File: src/rtl/dqtd_pkg.sv
// ============================================================================
// dqtd_pkg
// Shared types and constants for the dq to three-phase duty pipeline.
// ============================================================================
package dqtd_pkg;

    // CORDIC datapath
    localparam int CORDIC_STAGES = 30;
    localparam int XY_W          = 34;   // Q2.30 plus guard bits
    localparam int Z_W           = 33;   // residual angle, full turn = 2^32

    // Stage counts of the blocks behind the CORDIC
    localparam int TRANSFORM_STAGES = 6;
    localparam int DUTY_STAGES      = 3;
    localparam int PIPE_STAGES      = 1 + CORDIC_STAGES + TRANSFORM_STAGES + DUTY_STAGES;

    // Start gain of the rotation (1/K in Q2.30)
    localparam logic signed [XY_W-1:0] CORDIC_GAIN    = 34'sd652032874;
    // sqrt(3)/2 in Q1.30
    localparam logic signed [31:0]     SQRT3_HALF_Q30 = 32'sd929887697;

    // Configuration register indexes
    localparam logic [0:0] REG_DUTY_MIN = 1'b0;
    localparam logic [0:0] REG_DUTY_MAX = 1'b1;

    typedef logic signed [Z_W-1:0] angle_t;

    // atan(2^-i) as a fraction of one turn, 2^32 per turn
    localparam angle_t ATAN_TURN [CORDIC_STAGES] = '{
        33'sd536870912, 33'sd316933406, 33'sd167458907, 33'sd85004756,
        33'sd42667331,  33'sd21354465,  33'sd10679838,  33'sd5340245,
        33'sd2670163,   33'sd1335087,   33'sd667544,    33'sd333772,
        33'sd166886,    33'sd83443,     33'sd41722,     33'sd20861,
        33'sd10430,     33'sd5215,      33'sd2608,      33'sd1304,
        33'sd652,       33'sd326,       33'sd163,       33'sd81,
        33'sd41,        33'sd20,        33'sd10,        33'sd5,
        33'sd3,         33'sd1
    };

    // One item as it moves through the CORDIC stages
    typedef struct packed {
        logic signed [XY_W-1:0] x;
        logic signed [XY_W-1:0] y;
        angle_t                 z;
        logic [1:0]             quad;
        logic signed [15:0]     volt_d;
        logic signed [15:0]     volt_q;
        logic [15:0]            inv;
    } cordic_t;

endpackage

File: src/rtl/dqtd_duty.sv
// ============================================================================
// dqtd_duty
// Scales phase voltages by 1/Vdc, centers at one half and clips to limits.
// ============================================================================
module dqtd_duty (
    input  logic                                 clk,
    input  logic [dqtd_pkg::DUTY_STAGES-1:0]     load,
    input  logic signed [32:0]                   volt_a,
    input  logic signed [32:0]                   volt_b,
    input  logic signed [32:0]                   volt_c,
    input  logic [15:0]                          inv,
    input  logic [15:0]                          duty_min,
    input  logic [15:0]                          duty_max,
    output logic [15:0]                          duty_a,
    output logic [15:0]                          duty_b,
    output logic [15:0]                          duty_c
);

    localparam int PHASES = 3;

    logic signed [32:0] volt [PHASES];
    logic signed [49:0] prod_reg [PHASES];
    logic signed [24:0] center_reg [PHASES];
    logic [15:0]        duty_reg [PHASES];

    assign volt[0] = volt_a;
    assign volt[1] = volt_b;
    assign volt[2] = volt_c;

    for (genvar p = 0; p < PHASES; p++)
    begin : g_phase
        logic signed [49:0] rnd;
        logic signed [49:0] rnd_shift;
        logic signed [24:0] center_next;
        logic signed [24:0] clip_hi;
        logic signed [24:0] clip_lo;

        // stage 0: scale by inverse link voltage, units of 2^-43
        always_ff @(posedge clk)
        begin
            if (load[0])
            begin
                prod_reg[p] <= volt[p] * $signed({1'b0, inv});
            end
        end

        // stage 1: round half up to Q0.16 and add one half
        always_comb
        begin
            rnd         = prod_reg[p] + 50'sd67108864;
            rnd_shift   = rnd >>> 27;
            center_next = 25'(rnd_shift) + 25'sd32768;
        end

        always_ff @(posedge clk)
        begin
            if (load[1])
            begin
                center_reg[p] <= center_next;
            end
        end

        // stage 2: upper limit first, then lower limit
        always_comb
        begin
            clip_hi = center_reg[p];
            if (clip_hi > $signed({9'b0, duty_max}))
            begin
                clip_hi = $signed({9'b0, duty_max});
            end
            clip_lo = clip_hi;
            if (clip_lo < $signed({9'b0, duty_min}))
            begin
                clip_lo = $signed({9'b0, duty_min});
            end
        end

        always_ff @(posedge clk)
        begin
            if (load[2])
            begin
                duty_reg[p] <= clip_lo[15:0];
            end
        end
    end

    assign duty_a = duty_reg[0];
    assign duty_b = duty_reg[1];
    assign duty_c = duty_reg[2];

endmodule

File: config.mk
export PLATFORM = sky130hd
export DESIGN_NAME = dqtd_duty
export DESIGN_NICKNAME = d
export VERILOG_FILES = /design/src/rtl/dqtd_pkg.sv /design/src/rtl/dqtd_duty.sv
export SDC_FILE = /design/constraint.sdc
export NUM_CORES = 2
export LEC_CHECK = 0
export BUFFER_PORTS_ARGS = -buffer_cell sky130_fd_sc_hd__buf_2
export CORE_MARGIN = 3
export CORE_UTILIZATION = 38
export CTS_CLUSTER_DIAMETER = 30
export DETAILED_ROUTE_END_ITERATION = 10
export GPL_TIMING_DRIVEN = 0
export PLACE_DENSITY = 0.51
export SLEW_MARGIN = 20
export SYNTH_ARGS = -nofsm -noshare
export SYNTH_HDL_FRONTEND = slang
export SYNTH_SLANG_ARGS = --single-unit
export TNS_END_PERCENT = 20
File: constraint.sdc
create_clock -name clk -period 13.35 [get_ports clk]
set_input_delay 3.3375 -clock clk [delete_from_list [all_inputs] [get_ports clk]]
set_output_delay 3.3375 -clock clk [all_outputs]
set_load 0.01 [all_outputs]
# Word level (Yosys, flattened, before mapping)
# Memories as Yosys holds them, arrays and structs flattened.
# Index checks and enable logic that the tools add are counted.
totals:
  mem_count: 3
  register_bits: 0
  word_cells: 30
  mem_bits_rw: 273
memory_table:
  columns: ["name", "words", "width", "read_ports", "rd_clocked_by_memory_dff", "wr", "line", "source"]
  rows:
  - ["prod_reg", 3, 50, 3, 0, 3, "dqtd_duty.sv:22", "logic signed [49:0] prod_reg [PHASES];"]
  - ["center_reg", 3, 25, 3, 0, 3, "dqtd_duty.sv:23", "logic signed [24:0] center_reg [PHASES];"]
  - ["duty_reg", 3, 16, 3, 0, 3, "dqtd_duty.sv:24", "logic [15:0] duty_reg [PHASES];"]
classes:
  addsub: 6
  mux: 12
  multipliers: 3
  order_cmp: 6
ops:
  columns: ["op", "n"]
  rows:
  - ["adder 50 x 28 -> 50 bit (second input constant)", 3]
  - ["multiplier 33 x 17 -> 50 bit", 3]
  - ["greater-than comparator 25 x 17 -> 1 bit", 3]
  - ["< comparator 25 x 17 -> 1 bit", 3]
  - ["two-way mux 25 bit", 3]
  - ["adder 23 x 17 -> 24 bit (second input constant)", 3]
  - ["two-way mux 16 bit", 3]
  - ["two-way mux 1 bit", 6]

# Logic depth before layout (Yosys ltp)
# An unclocked memory read counts as a cell.
depth:
  word_depth: 5
  depth_mapped: 26

# Least setup slack after synthesis
# OpenSTA, ideal clock, no wires.
synth_timing:
  path_kind: "in2reg"
  from: "input inv[2]"
  to: "memory prod_reg[0][47], data pin"
  required_time_ns: 13.092
  t_arrival_ns: 9.673
  path_stages: 24
  setup_slack_ns: 3.420
  path_buffers: 3
  path_cell_list: "clkbuf_1 > clkbuf_1 > clkbuf_1 > nand2_1 > fa_1 > fa_1 > fa_1 > inv_1 > fa_1 > fa_1 > inv_1 > fa_1 > inv_1 > ha_1 > a21o_1 > a211oi_1 > o21ai_0 > o211a_1 > o41ai_2 > nand4_1 > a311oi_1 > o21bai_1 > a41o_1 > xor2_1"
synth_rtl:
  columns: ["item", "line", "source"]
  rows:
  - ["start: declaration", "dqtd_duty.sv:11", "input logic [15:0] inv,"]
  - ["end: declaration", "dqtd_duty.sv:22", null]

==> flow_metrics.tcl <==
set metrics [dict create \
    avgSynthCellArea_um2 9.29 \
    initial_utilization 0.383 \
    ys_warn_count 0 \
    firstDrtPassIters 6 \
    dp_hpwl_um 181000 \
    synth_xor_area_frac 0.0228 \
    crit_arrival_ns 12.00 \
    ys_top_cells_by_area "fa_1 47%, inv_1 11%, edfxtp_1 9.1%" \
    fp.dieArea_um2 172000 \
    yosysSeqAreaShare 0.0908 \
    via_per_inst 5.01 \
    clk_pin_slew_ns 0.08 \
    path_max_fanout 10 \
    layout_worst_path_cycle_share 0.882 \
    whs_ns 0.575 \
    holdCritPathClass "flip-flop to flip-flop" \
    gr-total-overflow 0 \
    synthMuxAreaShare 0.0116 \
    finalSetupViolCount 0 \
    grt_pass1_wl_um 326000 \
    wl_per_cell_um 23.2 \
    ant_nets 0 \
    maxSlewViolCount 0 \
    cts_sinks 192 \
    wl_um 215000 \
    root_buffer "clkbuf_16" \
    cts_tree "done" \
    synth_top_family_by_area "adder cells" \
    nNetsFinal 9140 \
    die_h_um 415 \
    drtIter0Drc 3338 \
    synth.most_common_cell "inv_1" \
    hold_violations 0 \
    layout.cells.non_filler 9267 \
    coreArea_um2 166000 \
    syn-cell-area_um2 63500 \
    netlist_instances 6830 \
    synthTopCellsByCount "1816 x inv_1, 1503 x fa_1, 1101 x nand2_1" \
    place_ws_ns 1.11 \
    min_period_ns 11.77 \
    critical_path_required_ns 13.58 \
    track_usage 0.256 \
    die_w_um 415 \
    tightest_slew_ns 1.27 \
    io_buffers 183 \
    timing.fmax_mhz 85.0 \
    cts_resized 0 \
    rsz0062_at_grt "false" \
    drv_cap 0 \
    ys_types 81 \
    ys_ff_latch 192 \
    cp-end-kind "flip-flop" \
    synth_fa_ha_area_frac 0.563 \
    setup_tns_ns 0 \
    antenna_found_initial 46 \
    synth_compound_area_frac 0.0390 \
    async_reset_ff_frac 0 \
    postCtsHoldBufs 0 \
    htree_levels 4 \
    clk_latency_ns 0.49 \
    fillers 16783 \
    area_growth_syn_to_layout_pct 7.12 \
    netlist.area_leader.share 0.474 \
    synth_ff_type "edfxtp_1" \
    rows 149 \
    drc 0 \
    gp_congestion 0.932 \
    setup_ws_ns 1.58 \
    reg2reg_slack_ns 8.22 \
    dp_cells 9206 \
    yosysTopAreaCell "fa_1" \
    slew_headroom 0.154 \
    cts_buffers 17 \
    startpoint_type "primary input" \
    synthSimpleGateAreaFrac 0.148 \
    clk_path_buf_depth 2 \
    io_pins 199 \
    synth_edf_count 192 \
    path_class "primary input to flip-flop" \
    finalClockSkew_ns 0.0197 \
    grt_pass1_vias 50761 \
    drive_gt1_frac 0.0464 \
    synth_nets 8934 \
    post_cts_buffers 0 \
    grt_max_degree 57 \
    vias 46449 \
    outcome "completed" \
]
[worst max-delay path: stages]
cell,delay (ns)
clkbuf_1,0.64
clkbuf_1,0.78
clkbuf_1,0.55
nand2_1,0.16
fa_1,0.57
inv_1,0.06
fa_1,0.49
fa_1,0.62
fa_1,0.48
fa_1,0.52
inv_1,0.05
fa_1,0.48
inv_1,0.04
ha_1,0.34
a21o_1,0.21
a211oi_1,0.27
o21ai_0,0.15
o211a_1,0.17
o41ai_2,0.38
nand4_1,0.37
a311oi_1,0.56
o21bai_1,0.25
o311ai_0,0.51
[worst paths after layout]
kind / start / end / cells past startpoint
max: inv[8] / prod_reg[0][46]$_DFFE_PP_ / 23
min: prod_reg[0][87]$_DFFE_PP_ / center_reg[0][35]$_DFFE_PP_ / 1
max reg2reg: center_reg[0][52]$_DFFE_PP_ / duty_reg[0][46]$_DFFE_PP_ / 22
min reg2reg: prod_reg[0][87]$_DFFE_PP_ / center_reg[0][35]$_DFFE_PP_ / 1
[routing by layer]
layer	vias to the layer above	wire, µm	GRT usage
li1	20404	-	-
met1	24021	87800	0.334
met2	1671	102000	0.427
met3	347	15900	0.0450
met4	6	8770	0.0949
met5	-	38	0
[cells in the final DEF, fill, tap and decap left out, types with 8 or more instances in the layout]
master | netlist | layout
inv_1 | 1816 | 1816
fa_1 | 1503 | 1503
nand2_1 | 1101 | 1101
and2_1 | 594 | 594
ha_1 | 450 | 450
clkbuf_1 | 284 | 250
edfxtp_1 | 192 | 192
buf_2 | 1 | 181
xnor2_1 | 104 | 104
a21oi_1 | 93 | 93
o21ai_0 | 89 | 89
nor2_1 | 77 | 77
a21o_1 | 77 | 77
xor2_1 | 61 | 61
nand3_1 | 51 | 51
mux2_2 | 41 | 41
nand4_1 | 37 | 37
and3_1 | 36 | 36
clkbuf_2 | 0 | 34
diode_2 | 0 | 29
nor3_1 | 25 | 25
clkbuf_16 | 0 | 17
nor2b_1 | 16 | 16
a31oi_1 | 10 | 10
a211oi_1 | 10 | 10
mux2_1 | 10 | 10
mux2_4 | 9 | 9
o31ai_1 | 8 | 8
o21a_1 | 8 | 8
[stage by stage]
stage / util / cell area [µm²]
2_1_floorplan: - / 63500
4_1_cts: 0.410 / 67900
6_report: 0.411 / 68000
5_1_grt: 0.411 / 68000
3_5_place_dp: 0.406 / 67300
3_3_place_gp: 0.406 / 67100
[cell type report]
cell class	instances	area, µm²	area share
repair buffers	187	1010	0.0149
well taps	2189	2740	0.0403
diodes	29	72.6	0.00107
clock inverters	15	225	0.00331
clock buffers	17	425	0.00626
inverters	1816	6820	0.100
multi-input cells	4533	49800	0.732
flip-flops and latches	192	5770	0.0848
plain buffers	289	1160	0.0170
[logic make-up after synthesis]
group,after synthesis
compound gates,372
xor+xnor,165
fa+ha+maj,1953
buf+inv,2105
flops,192
mux,63
simple gates,1980
Power is not shown: default switching activity piles up to over one toggle a cycle in this logic, so the estimate is an artifact.
