**src/rtl/dqtd_pkg.sv**
```systemverilog
// ============================================================================
// dqtd_pkg
// Shared types and constants for the dq to three-phase duty pipeline.
// ============================================================================
package dqtd_pkg;

    // CORDIC datapath
    localparam int CORDIC_STAGES = 30;
    localparam int XY_W          = 34;   // Q2.30 plus guard bits
    localparam int Z_W           = 33;   // residual angle, full turn = 2^32

    // Stage counts of the blocks behind the CORDIC
    localparam int TRANSFORM_STAGES = 6;
    localparam int DUTY_STAGES      = 3;
    localparam int PIPE_STAGES      = 1 + CORDIC_STAGES + TRANSFORM_STAGES + DUTY_STAGES;

    // Start gain of the rotation (1/K in Q2.30)
    localparam logic signed [XY_W-1:0] CORDIC_GAIN    = 34'sd652032874;
    // sqrt(3)/2 in Q1.30
    localparam logic signed [31:0]     SQRT3_HALF_Q30 = 32'sd929887697;

    // Configuration register indexes
    localparam logic [0:0] REG_DUTY_MIN = 1'b0;
    localparam logic [0:0] REG_DUTY_MAX = 1'b1;

    typedef logic signed [Z_W-1:0] angle_t;

    // atan(2^-i) as a fraction of one turn, 2^32 per turn
    localparam angle_t ATAN_TURN [CORDIC_STAGES] = '{
        33'sd536870912, 33'sd316933406, 33'sd167458907, 33'sd85004756,
        33'sd42667331,  33'sd21354465,  33'sd10679838,  33'sd5340245,
        33'sd2670163,   33'sd1335087,   33'sd667544,    33'sd333772,
        33'sd166886,    33'sd83443,     33'sd41722,     33'sd20861,
        33'sd10430,     33'sd5215,      33'sd2608,      33'sd1304,
        33'sd652,       33'sd326,       33'sd163,       33'sd81,
        33'sd41,        33'sd20,        33'sd10,        33'sd5,
        33'sd3,         33'sd1
    };

    // One item as it moves through the CORDIC stages
    typedef struct packed {
        logic signed [XY_W-1:0] x;
        logic signed [XY_W-1:0] y;
        angle_t                 z;
        logic [1:0]             quad;
        logic signed [15:0]     volt_d;
        logic signed [15:0]     volt_q;
        logic [15:0]            inv;
    } cordic_t;

endpackage

```
**src/rtl/dqtd_cordic_stage.sv**
```systemverilog
// ============================================================================
// dqtd_cordic_stage
// One registered micro-rotation of the sine/cosine CORDIC.
// ============================================================================
module dqtd_cordic_stage #(
    parameter int STAGE = 0
) (
    input  logic               clk,
    input  logic               load,
    input  dqtd_pkg::cordic_t  feed,
    output dqtd_pkg::cordic_t  rotated
);

    dqtd_pkg::cordic_t stage_next;
    dqtd_pkg::cordic_t stage_reg;

    logic signed [dqtd_pkg::XY_W-1:0] x_shift;
    logic signed [dqtd_pkg::XY_W-1:0] y_shift;

    // rotate toward zero residual angle, floor shifts
    always_comb
    begin
        x_shift    = $signed(feed.x) >>> STAGE;
        y_shift    = $signed(feed.y) >>> STAGE;
        stage_next = feed;
        if (!feed.z[dqtd_pkg::Z_W-1])
        begin
            stage_next.x = $signed(feed.x) - y_shift;
            stage_next.y = $signed(feed.y) + x_shift;
            stage_next.z = $signed(feed.z) - dqtd_pkg::ATAN_TURN[STAGE];
        end
        else
        begin
            stage_next.x = $signed(feed.x) + y_shift;
            stage_next.y = $signed(feed.y) - x_shift;
            stage_next.z = $signed(feed.z) + dqtd_pkg::ATAN_TURN[STAGE];
        end
    end

    always_ff @(posedge clk)
    begin
        if (load)
        begin
            stage_reg <= stage_next;
        end
    end

    assign rotated = stage_reg;

endmodule

```
**config.mk**
```make
export PLATFORM = sky130hd
export DESIGN_NAME = dqtd_cordic_stage
export DESIGN_NICKNAME = d
export VERILOG_FILES = /design/src/rtl/dqtd_pkg.sv /design/src/rtl/dqtd_cordic_stage.sv
export SDC_FILE = /design/constraint.sdc
export NUM_CORES = 1
export LEC_CHECK = 0
export BUFFER_PORTS_ARGS = -buffer_cell sky130_fd_sc_hd__buf_2
export CELL_PAD_IN_SITES_DETAIL_PLACEMENT = 0
export CELL_PAD_IN_SITES_GLOBAL_PLACEMENT = 1
export CORE_ASPECT_RATIO = 1.1
export CORE_MARGIN = 2
export CORE_UTILIZATION = 43
export DETAILED_ROUTE_END_ITERATION = 8
export PLACE_DENSITY_LB_ADDON = 0.1
export SLEW_MARGIN = 10
export SYNTH_ARGS = -nofsm -noshare
export SYNTH_HDL_FRONTEND = slang
export SYNTH_SLANG_ARGS = --single-unit
```
**constraint.sdc**
```tcl
create_clock -name clk -period 8.4 [get_ports clk]
set_clock_uncertainty 0.15 [all_clocks]
set_input_delay 1.68 -clock clk [delete_from_list [all_inputs] [get_ports clk]]
set_output_delay 1.68 -clock clk [all_outputs]
set_load 0.02 [all_outputs]
```
After elaboration in Yosys (flattened, before gate mapping)
Index checks and enable logic that the tools add are counted.
- logic and storage cells: 13
- RAM bits: 0
- ROM bits: 0
- latch bits: 0
- register bits: 151
- output and inout bits: 151
- memories: 0
- shifts and indexed selects: 0
- add/sub/neg operators: 5
- multipliers: 0
- equal/unequal tests: 0
- div/mod/pow operators: 0
- bitwise logic cells: 0
- reductions and logical operators: 0
- order comparisons: 0
- muxes and demuxes: 1
- operators by type and width (operator ; count):
    $mux W101 ; 1
    $sub A34 B34 Y34 ; 2
    $add A34 B34 Y34 ; 1
    $add A33 B31 Y33 const B ; 1
    $sub A33 B31 Y33 const B ; 1

Longest topological paths before layout
Gate-level depths: netlist (run 1).
- depth in word-level cells: 2
- mapped depth: 13
- mapped depth without buffers: 12

Least setup slack after synthesis (run 1)
No wires, ideal clock.
- path kind: input -> register
- start: input port feed[88] (netlist name)
- end: register stage_reg (netlist bit rotated[144]) (data pin)
- arrival: 3.937 ns
- path slack: 4.046 ns
- stages: 12
- required time: 7.983 ns
- cell sequence: inv_1 ha_1 buf_6 or2_0 or4_1 a21oi_2 o2111a_1 or3_4 a21oi_2 o41a_1 a31oi_1 xnor2_1
- RTL lines (item ; RTL line ; source):
    start: declaration ; dqtd_cordic_stage.sv:10 ; input dqtd_pkg::cordic_t feed,
    end signal: assignment ; dqtd_cordic_stage.sv:44 ; stage_reg <= stage_next;
    end: declaration ; dqtd_cordic_stage.sv:15 ; dqtd_pkg::cordic_t stage_reg;

==> results of run 1 <==
-- path summary, 6_finish.rpt --
path | start | end | slack, ns
hold / removal | feed[71] | rotated[71] | 1.26
setup / recovery | feed[90] | rotated[115] | 3.35
-- worst max-delay path: cells and delay by family --
kind                     cells  cell delay [ns]
adder cells (fa/ha/maj)      1             0.54
AND/OR/NAND/NOR              2             0.35
XOR/XNOR                     1             0.08
buffers and inverters        3             0.31
AO/OA/AOI/OAI                5             2.09
-- report_power, final --
part | switching [W] | internal [W] | total (W)
combinational | 0.000494 | 0.000251 | 0.000745
sequential | 0.0000217 | 0.000939 | 0.000961
clock | 0.000386 | 0.000434 | 0.000821
-- synth_stat cells (13+ instances only) --
library cell  count
xnor2_1          54
nand2_1          47
edfxtp_1        150
nor2_1           75
clkbuf_1         23
nor3_1           22
inv_1           109
a21o_1           18
o31ai_1          16
a211oi_1         22
a21oi_1         125
nand2b_1         13
ha_1            101
o21ai_0          72
nand4_1          15
o21bai_1         22
-- area by class of cell --
class / instances / area, um2
Inverter: 112 / 420.4
Multi-Input combinational cell: 759 / 5321
Clock inverter: 15 / 205.2
Fill cell: 2236 / 10960
Sequential cell: 150 / 4504
Tap cell: 305 / 381.6
Antenna cell: 1 / 2.502
Timing Repair Buffer: 306 / 1545
Clock buffer: 17 / 425.4
-- layer usage --
metal	vias to the layer above	routed length, um	global-route usage	part of all wire
li1	4414	-	-	-
met1	4445	14700	0.3491	0.42
met2	434	17300	0.4617	0.49
met3	55	2139	0.04244	0.061
met4	0	898	0.08857	0.026
met5	-	0	0	0
-- stage by stage --
| step | area, um2 | worst slack (ns) |
|---|---|---|
| 4_1_cts | 12800 | 3.524 |
| 3_3_place_gp | 12170 | 3.082 |
| 2_1_floorplan | 10450 | 4.046 |
| 3_5_place_dp | 12170 | 3.064 |
| 6_report | 12810 | 3.354 |
| 5_1_grt | 12800 | 3.248 |
-- cells by family after synthesis --
| family | Yosys count | synth area share |
|---|---|---|
| multiplexers | 12 | 0.01149 |
| AO/OA/AOI/OAI | 349 | 0.2091 |
| AND/OR/NAND/NOR | 228 | 0.1055 |
| flip-flops | 150 | 0.4309 |
| buffers and inverters | 159 | 0.05997 |
| XOR/XNOR | 65 | 0.05446 |
| adder cells (fa/ha/maj) | 105 | 0.1286 |
==> results_dict.tcl, run 1 <==
set metrics [dict create \
    grt_pass1_vias 9126 \
    synth_top_area_share 0.4309 \
    place_congestion 0.9331 \
    power.density_nw_per_um2 197.3 \
    whs_path_depth 1 \
    finalSetupViolCount 0 \
    crit_slowest_cell "o31ai_1" \
    fin_hold_ws_ns 1.264 \
    cp-start-kind "input port" \
    ant_nets 0 \
    maxSlewHeadroom 0.2601 \
    cts_tree "yes" \
    core_um2 23770 \
    fp-row-count 59 \
    cp.arrival_ns 5.07 \
    largest_reg_flops 150 \
    synth_top_area_cell "edfxtp_1" \
    fmax_mhz 198.2 \
    synth_ff_type "edfxtp_1" \
    cts_buffers 17 \
    io_buffer_count 303 \
    critPathRequiredTime_ns 8.43 \
    critPathMaxFanout 13 \
    die_area_um2 25570 \
    outcome "finished clean" \
    finalCritPeriodShare 0.6008 \
    hold_violations 0 \
    htreeDepth 4 \
    dieHeight_um 167.5 \
    dr.pass1.iters 6 \
    cts_max_path_buffers 2 \
    vdd_drop_max_uv 101.5 \
    cts_resized 0 \
    remaining_drc_errors 0 \
    grt_max_degree 90 \
    antenna_found_initial 0 \
    cts_root_buf "clkbuf_16" \
    clock_sinks 150 \
    wire_per_inst_um 21.04 \
    synth_edf_count 150 \
    synth_area_um2 10450 \
    drtIter0Drc 757 \
    cap_violations 0 \
    drive_above_1_share 0.2612 \
    cp_common_cell "inv_1" \
    ios 304 \
    dp_hpwl_mm 27.28 \
    synth-seq-area-share 0.4309 \
    overflow 0 \
    routed_wl_mm 35.04 \
    slowest_delay_ns 0.79 \
    rsz0062_at_grt "no" \
    async_reset_ff_frac 0 \
    syn_nets 1326 \
    vias 9348 \
    cts_hold_buf 0 \
    worst-setup-path-type "in2reg" \
    period_minus_slack_ns 5.046 \
    hold_path_class "in2reg" \
    worst_pin_slew_ns 1.110 \
    endpoint_kind "flip-flop" \
    final_nets 1604 \
    finalCoreUtilization 0.5387 \
    syn_area_per_cell_um2 9.787 \
    ys_ff_latch 150 \
    grt_usage 0.2693 \
    fin_tns_setup_ns 0 \
    cts_setup_buffers 0 \
    initial_core_util 0.4397 \
    area_growth_pct 22.52 \
    post_drt_via_cell_ratio 5.614 \
    p_leak_nw 5.634 \
    ys_warn_count 0 \
    clk_pin_slew_ns 0.07 \
    layout_common_cells "buf_2 (302), edfxtp_1 (150), a21oi_1 (125)" \
    post-place-cells 1632 \
    syn_inst 1068 \
    crit_chain "buf_2 > inv_1 > ha_1 > inv_1 > a21o_1 > o31ai_1 > nor3_1 > a2111oi_2 > nor2_1 > a221o_1 > a21oi_1 > xor2_1" \
    synth.area.top_cells "edfxtp_1 (43%), ha_1 (12%), a21oi_1 (6.0%)" \
    slew_violations 0 \
    layout.cells.most_common "buf_2" \
    power_w 0.002527 \
    finalNonFillerCells 1665 \
    grt_pass1_wl_mm 53.54 \
    die_w_um 152.7 \
    synth.distinct_cells 67 \
]
(Power assumes the default switching activity.)
==> run 2, diff against run 1 <==
--- a/config.mk
+++ b/config.mk
@@ -10,7 +10,7 @@
 export CELL_PAD_IN_SITES_GLOBAL_PLACEMENT = 1
 export CORE_ASPECT_RATIO = 1.1
 export CORE_MARGIN = 2
-export CORE_UTILIZATION = 43
+export CORE_UTILIZATION = 40
 export DETAILED_ROUTE_END_ITERATION = 8
 export PLACE_DENSITY_LB_ADDON = 0.1
 export SLEW_MARGIN = 10
==> constraint.sdc (replaced) <==
create_clock -name clk -period 4.8 [get_ports clk]
set_clock_uncertainty 0.15 [all_clocks]
set_input_delay 0.96 -clock clk [delete_from_list [all_inputs] [get_ports clk]]
set_output_delay 0.96 -clock clk [all_outputs]
set_load 0.02 [all_outputs]
==> run 2 against run 1 <==
- largest power group unchanged
- critical endpoint is now rotated[116]
- combinational power is 79% higher
- global-route usage decreased by 1.4 points
- setup slack got worse by 2.7 ns
- clock-buffer cell count up 1
==> results_dict.tcl, run 2 (same netlist as run 1, synthesis figures left out) <==
set metrics [dict create \
    cts_max_path_buffers 2 \
    ios 304 \
    drtIter0Drc 734 \
    cap_violations 0 \
    drive_above_1_share 0.2728 \
    final_nets 1627 \
    hold_path_class "in2reg" \
    combPwrFrac 0.306 \
    wire_per_inst_um 20.48 \
    power.density_nw_per_um2 334.2 \
    endpoint_kind "flip-flop" \
    fin_tns_setup_ns 0 \
    routed_wl_mm 35.51 \
    layout_common_cells "buf_2 (302), edfxtp_1 (150), a21oi_1 (125)" \
    core_um2 25910 \
    vias 9336 \
    cp.arrival_ns 4.20 \
    die_w_um 158.1 \
    cts_tree "yes" \
    p_switching_w 0.001509 \
    grt_max_degree 106 \
    grt_usage 0.2549 \
    maxSlewHeadroom 0.3354 \
    intPower_w 0.002832 \
    grt_pass1_vias 9082 \
    place_congestion 0.9251 \
    p_leak_nw 5.720 \
    cts_resized 0 \
    power_frac_clock 0.306 \
    finalSetupViolCount 0 \
    area_growth_pct 24.28 \
    fp-row-count 62 \
    num_antenna_cells 0 \
    cts_hold_buf 0 \
    htreeDepth 4 \
    outcome "finished clean" \
    slew_violations 0 \
    initial_core_util 0.4034 \
    cts_setup_buffers 0 \
    seqPwrFrac 0.388 \
    worst_pin_slew_ns 0.9968 \
    period_minus_slack_ns 4.194 \
    rsz0062_at_grt "no" \
    ant_nets 0 \
    grt_pass1_wl_mm 53.21 \
    finalCritPeriodShare 0.8738 \
    critPathMaxFanout 12 \
    cts_buffers 17 \
    largest_reg_flops 150 \
    overflow 0 \
    vdd_drop_max_uv 201.7 \
    die_area_um2 27440 \
    clk_pin_slew_ns 0.07 \
    hold_violations 0 \
    switching_share 0.3477 \
    io_buffer_count 303 \
    finalCoreUtilization 0.5014 \
    antenna_found_initial 1 \
    clock_sinks 150 \
    dieHeight_um 173.5 \
    fmax_mhz 238.4 \
    layout.cells.most_common "buf_2" \
    dr.pass1.iters 5 \
    remaining_drc_errors 0 \
    critPathRequiredTime_ns 4.81 \
    post_drt_via_cell_ratio 5.384 \
    cp-start-kind "input port" \
    cts_root_buf "clkbuf_16" \
    worst-setup-path-type "in2reg" \
    dp_hpwl_mm 27.97 \
]
[run 2: layout make-up]
class / count / area, um2
Inverter: 112 / 420.4
Sequential cell: 150 / 4504
Tap cell: 352 / 440.4
Clock inverter: 14 / 143.9
Clock buffer: 18 / 429.2
Fill cell: 2561 / 12920
Timing Repair Buffer: 329 / 1730
Multi-Input combinational cell: 759 / 5321
[run 2: stage by stage]
step / std cells / hold WS [ns] / setup WS (ns) / instance area (um2) / power [W]
after floorplan: 1068 / 0.9089 / 1.166 / 10450 / 0.002527
after global placement: 1702 / 0.9862 / 0.1666 / 12420 / 0.003029
after detailed placement: 1702 / 0.9881 / 0.2469 / 12420 / 0.003032
after CTS: 1734 / 0.5361 / 0.6784 / 12990 / 0.004369
after global routing: 1734 / 0.5348 / 0.2908 / 12990 / 0.004542
final: 1734 / 0.5495 / 0.6056 / 12990 / 0.004342
[run 2: critical path, stage by stage]
cell and delay (ns):
buf_2 0.12, inv_1 0.05, ha_1 0.53, inv_1 0.17, nor3_1 0.28, a211oi_1 0.16, o31ai_1 0.81, a31oi_1 0.39
o31ai_1 0.34, nand2_1 0.07, o21ai_0 0.21, xnor2_1 0.11
[run 2: final timing paths]
path,startpoint,endpoint,slack [ns],depth (start not counted)
min,feed[59],rotated[59],0.55,1
max,feed[86],rotated[116],0.61,12
[run 2: power groups by stage]
stage	clock, W	sequential [W]	combinational, W
after floorplan	0	0.00192	0.000604
after global placement	0	0.00171	0.00132
after detailed placement	0	0.00171	0.00132
after CTS	0.00136	0.00169	0.00133
after global routing	0.00140	0.00170	0.00144
final	0.00133	0.00169	0.00133
[run 2: metal layers]
layer  global-route usage  vias to the layer above  part of all wire  wire, um
li1                     -                     4462                 -         -
met1               0.3296                     4428              0.42     14900
met2               0.4255                      389              0.48     17050
met3              0.05150                       55             0.071      2526
met4              0.08371                        2             0.029      1023
met5                    0                        -           0.00037        13
